**src/design/adts_pkg.sv**
```systemverilog
// shared constants, codes and the command type for the adts frame extractor
// no dependencies; imported by the parser, command queue, emitter and top level
package adts_pkg;

   localparam int HdrLen = 6;
   localparam int LenW = 13;
   localparam int ByteW = 8;
   localparam int QDepth = 8;
   localparam int QPtrW = $clog2(QDepth);
   localparam int QCntW = $clog2(QDepth + 1);
   localparam int IdxW = $clog2(HdrLen);

   localparam logic [LenW-1:0] MinLen = 13'd7;
   localparam logic [ByteW-1:0] SyncByte = 8'hFF;
   localparam logic [3:0] SyncNibble = 4'hF;

   localparam logic [1:0] PH_HUNT0 = 2'd0;
   localparam logic [1:0] PH_HUNT1 = 2'd1;
   localparam logic [1:0] PH_HEAD = 2'd2;
   localparam logic [1:0] PH_BODY = 2'd3;

   localparam logic [1:0] KIND_BODY = 2'd0;
   localparam logic [1:0] KIND_HEADER = 2'd1;
   localparam logic [1:0] KIND_ERROR = 2'd2;

   localparam logic [IdxW-1:0] LastHdrIdx = IdxW'(HdrLen - 1);

   typedef struct packed {
      logic [1:0] kind;
      logic last;
      logic [LenW-1:0] len;
      logic [HdrLen*ByteW-1:0] bytes;
   } adts_cmd_type;

endpackage

```
**src/design/adts_parser.sv**
```systemverilog
// front end: sync hunt, header collection and body byte classification
// depends on adts_pkg; pushes one command per producing byte into adts_cmd_queue
module adts_parser (
   input  logic clock,
   input  logic reset,
   input  logic req_tvalid,
   output logic req_tready,
   input  logic [adts_pkg::ByteW-1:0] req_tdata,
   input  logic q_full,
   output logic push,
   output adts_pkg::adts_cmd_type push_cmd
);
   import adts_pkg::*;

   logic [1:0] phase_ff, phase_in;
   logic [LenW-1:0] count_ff, count_in;
   logic [LenW-1:0] len_ff, len_in;
   logic [ByteW-1:0] hdr_ff [0:HdrLen-2];
   logic accept;
   logic [LenW-1:0] hdr_len;
   logic [LenW-1:0] count_inc;

   assign req_tready = !q_full;
   assign accept = req_tvalid && req_tready;
   assign hdr_len = {hdr_ff[3][1:0], hdr_ff[4], req_tdata[7:5]};
   assign count_inc = count_ff + 13'd1;

   always_comb begin
      phase_in = phase_ff;
      count_in = count_ff;
      len_in = len_ff;
      push = 1'b0;
      push_cmd.kind = KIND_BODY;
      push_cmd.last = 1'b0;
      push_cmd.len = len_ff;
      push_cmd.bytes = {{((HdrLen-1)*ByteW){1'b0}}, req_tdata};
      if (accept) begin
         case (phase_ff)
            PH_HUNT0: begin
               if (req_tdata == SyncByte) phase_in = PH_HUNT1;
            end
            PH_HUNT1: begin
               if (req_tdata[7:4] == SyncNibble) begin
                  phase_in = PH_HEAD;
                  count_in = 13'd2;
               end else begin
                  phase_in = PH_HUNT0;
               end
            end
            PH_HEAD: begin
               if (count_ff < 13'd5) begin
                  count_in = count_inc;
               end else begin
                  len_in = hdr_len;
                  push = 1'b1;
                  push_cmd.len = hdr_len;
                  if (hdr_len < MinLen) begin
                     push_cmd.kind = KIND_ERROR;
                     push_cmd.last = 1'b1;
                     count_in = '0;
                     phase_in = PH_HUNT0;
                  end else begin
                     push_cmd.kind = KIND_HEADER;
                     push_cmd.bytes = {req_tdata, hdr_ff[4], hdr_ff[3], hdr_ff[2],
                                       hdr_ff[1], hdr_ff[0]};
                     count_in = 13'(HdrLen);
                     phase_in = PH_BODY;
                  end
               end
            end
            default: begin
               push = 1'b1;
               if (count_inc >= len_ff) begin
                  push_cmd.last = 1'b1;
                  count_in = '0;
                  phase_in = PH_HUNT0;
               end else begin
                  count_in = count_inc;
               end
            end
         endcase
      end
   end

   always_ff @(posedge clock) begin
      if (reset) begin
         phase_ff <= PH_HUNT0;
         count_ff <= '0;
         len_ff <= '0;
      end else begin
         phase_ff <= phase_in;
         count_ff <= count_in;
         len_ff <= len_in;
      end
   end

   always_ff @(posedge clock) begin
      if (accept) begin
         case (phase_ff)
            PH_HUNT0: hdr_ff[0] <= req_tdata;
            PH_HUNT1: hdr_ff[1] <= req_tdata;
            PH_HEAD: begin
               if (count_ff < 13'd5) hdr_ff[count_ff[IdxW-1:0]] <= req_tdata;
            end
            default: ;
         endcase
      end
   end

   a_head_count: assert property (@(posedge clock) disable iff (reset)
      phase_ff == PH_HEAD |-> (count_ff >= 13'd2 && count_ff <= 13'd5))
      else $error("header count out of range");
   a_body_len: assert property (@(posedge clock) disable iff (reset)
      phase_ff == PH_BODY |-> (len_ff >= MinLen && count_ff < len_ff))
      else $error("body count past frame length");
   a_push_accept: assert property (@(posedge clock) disable iff (reset)
      push |-> accept && (phase_ff == PH_HEAD || phase_ff == PH_BODY))
      else $error("command pushed without a producing item");

endmodule

```
**src/design/adts_cmd_queue.sv**
```systemverilog
// small register queue of commands between the parser and the emitter
// depends on adts_pkg for the command type and depth
module adts_cmd_queue (
   input  logic clock,
   input  logic reset,
   input  logic push,
   input  adts_pkg::adts_cmd_type push_cmd,
   output logic full,
   input  logic pop,
   output logic q_valid,
   output adts_pkg::adts_cmd_type q_cmd
);
   import adts_pkg::*;

   adts_cmd_type mem_ff [0:QDepth-1];
   logic [QPtrW-1:0] wr_ptr_ff, wr_ptr_in;
   logic [QPtrW-1:0] rd_ptr_ff, rd_ptr_in;
   logic [QCntW-1:0] cnt_ff, cnt_in;
   logic do_push, do_pop;

   assign full = cnt_ff == QCntW'(QDepth);
   assign q_valid = cnt_ff != '0;
   assign q_cmd = mem_ff[rd_ptr_ff];
   assign do_push = push && !full;
   assign do_pop = pop && q_valid;

   always_comb begin
      wr_ptr_in = do_push ? wr_ptr_ff + 1'b1 : wr_ptr_ff;
      rd_ptr_in = do_pop ? rd_ptr_ff + 1'b1 : rd_ptr_ff;
      cnt_in = cnt_ff;
      if (do_push && !do_pop) cnt_in = cnt_ff + 1'b1;
      else if (!do_push && do_pop) cnt_in = cnt_ff - 1'b1;
   end

   always_ff @(posedge clock) begin
      if (reset) begin
         wr_ptr_ff <= '0;
         rd_ptr_ff <= '0;
         cnt_ff <= '0;
      end else begin
         wr_ptr_ff <= wr_ptr_in;
         rd_ptr_ff <= rd_ptr_in;
         cnt_ff <= cnt_in;
      end
   end

   always_ff @(posedge clock) begin
      if (do_push) mem_ff[wr_ptr_ff] <= push_cmd;
   end

   a_cnt_bound: assert property (@(posedge clock) disable iff (reset)
      cnt_ff <= QCntW'(QDepth))
      else $error("queue count overflow");
   a_no_push_full: assert property (@(posedge clock) disable iff (reset)
      !(push && full))
      else $error("push into full queue");
   a_ptr_gap: assert property (@(posedge clock) disable iff (reset)
      QPtrW'(wr_ptr_ff - rd_ptr_ff) == cnt_ff[QPtrW-1:0])
      else $error("queue pointers disagree with count");

endmodule

```
**src/design/adts_emitter.sv**
```systemverilog
// back end: expands queued commands into result items and holds the output
// depends on adts_pkg; fed by adts_cmd_queue
module adts_emitter (
   input  logic clock,
   input  logic reset,
   input  logic q_valid,
   input  adts_pkg::adts_cmd_type q_cmd,
   output logic pop,
   output logic rsp_tvalid,
   input  logic rsp_tready,
   output logic [23:0] rsp_tdata,
   output logic rsp_tlast,
   output logic [1:0] rsp_tuser
);
   import adts_pkg::*;

   adts_cmd_type cur_ff;
   logic cur_valid_ff, cur_valid_in;
   logic [IdxW-1:0] idx_ff, idx_in;
   logic fire, last_beat;
   logic [ByteW-1:0] out_byte;
   logic is_hdr, is_err;

   assign is_hdr = cur_ff.kind == KIND_HEADER;
   assign is_err = cur_ff.kind == KIND_ERROR;
   assign fire = cur_valid_ff && rsp_tready;
   assign last_beat = !is_hdr || idx_ff == LastHdrIdx;
   assign pop = q_valid && (!cur_valid_ff || (fire && last_beat));

   always_comb begin
      case (idx_ff)
         3'd0: out_byte = cur_ff.bytes[7:0];
         3'd1: out_byte = cur_ff.bytes[15:8];
         3'd2: out_byte = cur_ff.bytes[23:16];
         3'd3: out_byte = cur_ff.bytes[31:24];
         3'd4: out_byte = cur_ff.bytes[39:32];
         3'd5: out_byte = cur_ff.bytes[47:40];
         default: out_byte = '0;
      endcase
      if (is_err) out_byte = '0;
   end

   always_comb begin
      cur_valid_in = cur_valid_ff;
      idx_in = idx_ff;
      if (pop) begin
         cur_valid_in = 1'b1;
         idx_in = '0;
      end else if (fire) begin
         if (last_beat) cur_valid_in = 1'b0;
         else idx_in = idx_ff + 1'b1;
      end
   end

   always_ff @(posedge clock) begin
      if (reset) begin
         cur_valid_ff <= 1'b0;
         idx_ff <= '0;
      end else begin
         cur_valid_ff <= cur_valid_in;
         idx_ff <= idx_in;
      end
   end

   always_ff @(posedge clock) begin
      if (pop) cur_ff <= q_cmd;
   end

   // tdata: out_byte, frame_length, zero pad; tuser: frame_start, length_error
   assign rsp_tvalid = cur_valid_ff;
   assign rsp_tdata = {3'b000, cur_ff.len, out_byte};
   assign rsp_tlast = is_err || (cur_ff.kind == KIND_BODY && cur_ff.last);
   assign rsp_tuser = {is_err, is_err || (is_hdr && idx_ff == '0)};

   a_idx_range: assert property (@(posedge clock) disable iff (reset)
      cur_valid_ff |-> idx_ff <= LastHdrIdx)
      else $error("header beat index out of range");
   a_idx_hdr_only: assert property (@(posedge clock) disable iff (reset)
      (cur_valid_ff && idx_ff != '0) |-> is_hdr)
      else $error("multi-beat index on single-beat command");
   a_idx_step: assert property (@(posedge clock) disable iff (reset)
      (fire && !last_beat) |=> cur_valid_ff && idx_ff == $past(idx_ff) + 1'b1)
      else $error("header beat skipped");

endmodule

```
**src/design/adts_frame_extractor.sv**
```systemverilog
// adts frame extractor: result items pass through the command queue and the emitter
// one byte per cycle in, one item per cycle out while the sink is ready; a header
// command gives six items; the queue holds 8 commands and input stalls only when full
// reset is synchronous, active high: sync hunt restarts, queue and output are emptied
// depends on adts_pkg, adts_parser, adts_cmd_queue and adts_emitter
module adts_frame_extractor (
   input  logic clock,
   input  logic reset,
   input  logic req_tvalid,
   output logic req_tready,
   input  logic [7:0] req_tdata,   // data_byte
   output logic rsp_tvalid,
   input  logic rsp_tready,
   output logic [23:0] rsp_tdata,  // out_byte, frame_length, zero pad
   output logic rsp_tlast,         // frame_end
   output logic [1:0] rsp_tuser    // frame_start, length_error
);
   import adts_pkg::*;

   logic push, q_full, pop, q_valid;
   adts_cmd_type push_cmd, q_cmd;

   adts_parser u_parser (
      .clock(clock),
      .reset(reset),
      .req_tvalid(req_tvalid),
      .req_tready(req_tready),
      .req_tdata(req_tdata),
      .q_full(q_full),
      .push(push),
      .push_cmd(push_cmd)
   );

   adts_cmd_queue u_queue (
      .clock(clock),
      .reset(reset),
      .push(push),
      .push_cmd(push_cmd),
      .full(q_full),
      .pop(pop),
      .q_valid(q_valid),
      .q_cmd(q_cmd)
   );

   adts_emitter u_emitter (
      .clock(clock),
      .reset(reset),
      .q_valid(q_valid),
      .q_cmd(q_cmd),
      .pop(pop),
      .rsp_tvalid(rsp_tvalid),
      .rsp_tready(rsp_tready),
      .rsp_tdata(rsp_tdata),
      .rsp_tlast(rsp_tlast),
      .rsp_tuser(rsp_tuser)
   );

endmodule

```
**config.mk**
```make
export PLATFORM = sky130hd
export DESIGN_NAME = adts_frame_extractor
export DESIGN_NICKNAME = d
export VERILOG_FILES = /design/src/design/adts_pkg.sv /design/src/design/adts_parser.sv /design/src/design/adts_cmd_queue.sv /design/src/design/adts_emitter.sv /design/src/design/adts_frame_extractor.sv
export SDC_FILE = /design/constraint.sdc
export NUM_CORES = 1
export LEC_CHECK = 0
export BUFFER_PORTS_ARGS = -buffer_cell sky130_fd_sc_hd__buf_2
export CAP_MARGIN = 15
export CORE_UTILIZATION = 40
export CTS_BUF_LIST = sky130_fd_sc_hd__clkbuf_8
export CTS_CLUSTER_DIAMETER = 100
export DETAILED_ROUTE_END_ITERATION = 6
export HOLD_SLACK_MARGIN = 0.1
export PLACE_DENSITY_LB_ADDON = 0.1
export REMOVE_ABC_BUFFERS = 1
export SYNTH_ARGS = -nofsm -noshare
export SYNTH_HDL_FRONTEND = slang
export SYNTH_HIERARCHICAL = 1
export SYNTH_SLANG_ARGS = --single-unit
```
**constraint.sdc**
```tcl
create_clock -name clock -period 11.2 [get_ports clock]
set_input_delay 1.12 -clock clock [delete_from_list [all_inputs] [get_ports clock]]
set_output_delay 1.12 -clock clock [all_outputs]
set_load 0.05 [all_outputs]
```
==> results.json <==
{
  "drc": 0,
  "routedWlPerCell_um": 25.3,
  "rr_startpoint": "u_parser/phase_ff[0]",
  "timing.fmax_mhz": 242,
  "routed_via_density": 5.29,
  "gp_congestion": 0.761,
  "die_w_um": 258,
  "p_int_mw": 3.77,
  "clk_path_buf_depth": 3,
  "hold_buffers": 0,
  "ir_drop_v": 0.0000785,
  "critPathMaxFanout": 27,
  "io_pins": 41,
  "slowest_delay_ns": 0.46,
  "critPathCaptureType": "primary output",
  "drive_above_1_share_pct": 30.8,
  "hp-class": "reg2reg",
  "finalSetupTns_ns": 0,
  "start_util_pct": 40.6,
  "syn_inst": 1310,
  "dieArea_mm2": 0.0666,
  "clock_sinks": 661,
  "seqPwrFrac_pct": 56.5,
  "tritoncts": "yes",
  "fp.dieH_um": 258,
  "hold_path_startpoint": "u_queue/rd_ptr_ff[1]",
  "dr_total_vias": 12459,
  "total_power_mw": 4.73,
  "synth_edf_count": 616,
  "reg2reg_setup_slack_ns": 7.22,
  "overflow": 0,
  "diodes": 0,
  "grt_pass1_vias": 13352,
  "path_cells": "buf_4 > inv_1 > ha_1 > a32oi_1 > o21ai_0 > a21oi_1 > nor2_1 > buf_2",
  "ff2ff_path_depth": 9,
  "ys_seq_elements": 661,
  "dr.pass1.iters": 5,
  "grt_pass1_wl_mm": 88.7,
  "sw_frac_of_total_pct": 20.3,
  "synthXorXnorAreaFrac_pct": 0.601,
  "max_slew.worst_pin.slew_ns": 1.07,
  "ctsResizeCount": 0,
  "status": "finished clean",
  "antenna_found_initial": 1,
  "maxSlewViolCount": 0,
  "final_util_pct": 45.5,
  "nNetsFinal": 1452,
  "worst_slack_ns": 7.06,
  "start_kind": "flip-flop",
  "p_clk_share_pct": 42.8,
  "drt_wl_total_mm": 59.6,
  "synth_mux_area_share_pct": 14.7,
  "cts_made_buffers": 109,
  "io_buffers": 37,
  "min_period_over_period_pct": 36.9,
  "synth_fa_ha_area_share_pct": 1.41,
  "coreArea_mm2": 0.0646,
  "synth_compound_area_share_pct": 2.91,
  "root_buffer": "clkbuf_8",
  "power_frac_comb_pct": 0.7,
  "fin_crit_ns": 4.14,
  "cap_violations": 0,
  "initialDrtViolationCount": 845,
  "critPathSlowestCell": "ha_1",
  "rsz0062_at_grt": "false",
  "leakagePower_nw": 9.32,
  "worstPathRequired_ns": 10.08,
  "ys_top_cells_by_area": "edfxtp_1 (71%), mux4_2 (11%), mux2_2 (3.6%)",
  "critical_path_arrival_ns": 3.02,
  "avgSynthCellArea_um2": 20.0,
  "synth_top_family_by_area": "multiplexers",
  "place_inst": 2154,
  "p_sw_uw": 963,
  "path_class": "reg2out",
  "holdPathStages": 2,
  "post_cts_buffers": 0,
  "skew_ns": 0.0241,
  "clkLatencyLatePin_ns": 0.69,
  "synthSimpleGateAreaFrac_pct": 4.04,
  "power_per_cell_area_mw_per_mm2": 161,
  "yosys_warnings": 6,
  "grt_usage_pct": 18.4,
  "preCtsSetupSlack_ns": 6.84,
  "maxSlewHeadroom_pct": 28.2,
  "yosysMostFrequentCell": "edfxtp_1",
  "finalSetupViolCount": 0,
  "synth_area_mm2": 0.0262,
  "rows": 93,
  "timing.rr.end": "u_queue/mem_ff[5][23]",
  "area_growth_pct": 12.0,
  "path_buf_inv": 3,
  "fin_cells": 2355,
  "crit_family": "buffers and inverters",
  "drtAntennaViolNets": 0,
  "hold_viol": 0,
  "synth_top_cell_by_area": "edfxtp_1",
  "ys.flop_type": "edfxtp_1",
  "synth_common_cells": "edfxtp_1 (616), mux4_2 (128), mux2_2 (83), dfxtp_1 (45), nor2_1 (40)",
  "h-tree-depth": 3,
  "synthDistinctLibCells": 70,
  "synth_top_area_share_pct": 70.5,
  "path_clk_slew_ns": 0.06,
  "async_flop_share_pct": 0,
  "grt_max_degree": 57,
  "path_depth": 8,
  "hpwl_mm": 32.8,
  "ys_seq_area_share_pct": 74.0
}
kinds of logic (layout without fill, tap and decap cells):
family / after synthesis / after routing
mux: 214 / 214
fa+ha+maj: 29 / 29
buf+inv: 105 / 293
xor+xnor: 18 / 18
other cells: 1 / 3
compound gates: 100 / 100
simple gates: 182 / 182
flops: 661 / 661
layout by cell type (no fill, tap or decap), drive strengths merged, types with 6 or more instances in the layout:
cell type	count
nor2	42
xnor2	9
nor2b	7
a31oi	7
o21ai	19
ha	28
clkbuf	120
edfxtp	616
and2	12
buf	64
nand3	16
inv	68
clkinv	35
mux2	84
xor2	9
a32oi	6
a22oi	6
nand2	20
mux4	128
dfxtp	45
and2b	11
nor3	10
a21o	12
a21oi	27
and3	37
a22o	7
worst max-delay path by stage:
| stage | startpoint | to | slack (ns) |
|---|---|---|---|
| CTS | u_emitter/idx_ff[2] | rsp_tdata[6] | 6.95 |
| finish | u_emitter/idx_ff[2] | rsp_tdata[6] | 7.06 |
| global route | u_emitter/idx_ff[2] | rsp_tdata[6] | 6.89 |
| floorplan | req_tvalid | u_queue/mem_ff[0][0] | 2.81 |
| global placement | req_tvalid | u_queue/mem_ff[5][30] | 6.85 |
| detailed placement | req_tvalid | u_queue/mem_ff[5][23] | 6.84 |
stage by stage:
step / hold WS (ns) / instance area (um2)
after floorplan: 0.447 / 25700
after global placement: 0.462 / 27200
after detailed placement: 0.474 / 27200
after CTS: 0.483 / 29400
after global routing: 0.514 / 29400
final: 0.473 / 29400
state kept, by name (all words and copies together), names as in the netlist, 3 cells and up, named ones only:
register,cells
u_parser/count_ff,13
u_queue/cnt_ff,4
u_queue/wr_ptr_ff,3
u_queue/rd_ptr_ff,3
u_parser/hdr_ff,40
u_emitter/rsp_tdata,13
u_emitter/cur_ff,51
u_queue/mem_ff,512
u_parser/len_ff,13
u_emitter/idx_ff,3
layer usage:
layer  part of all wire (%)  up-vias  wire, um  global-route usage, %
met2                     49      279     29200                   29.9
met3                    4.2      104      2520                   3.53
met5                      0        -         0                      0
met1                     44     6553     26500                   25.1
met4                    2.3        0      1360                   5.56
li1                       -     5523         -                      -
tightest hold or removal path, cell delays in order, from the launching register on:
cell and delay [ns]:
dfxtp_1 0.31, nand2_1 0.05, a21oi_1 0.06
layout make-up:
cell class | instances | area (um2)
inverters | 29 | 110
fillers | 5580 | 35200
clock buffers | 120 | 1650
multi-input cells | 546 | 6270
clock inverters | 80 | 459
repair buffers | 64 | 385
flip-flops and latches | 661 | 19400
well taps | 855 | 1070
power by group through the flow:
stage	sequential, mW	clock [mW]	combinational [mW]
floorplan	2.73	0	0.0135
global placement	2.72	0	0.0339
detailed placement	2.72	0	0.0343
CTS	2.67	2.10	0.0344
global route	2.67	2.21	0.0358
finish	2.67	2.03	0.0334
Note: power is estimated with default switching activity, not from simulation.
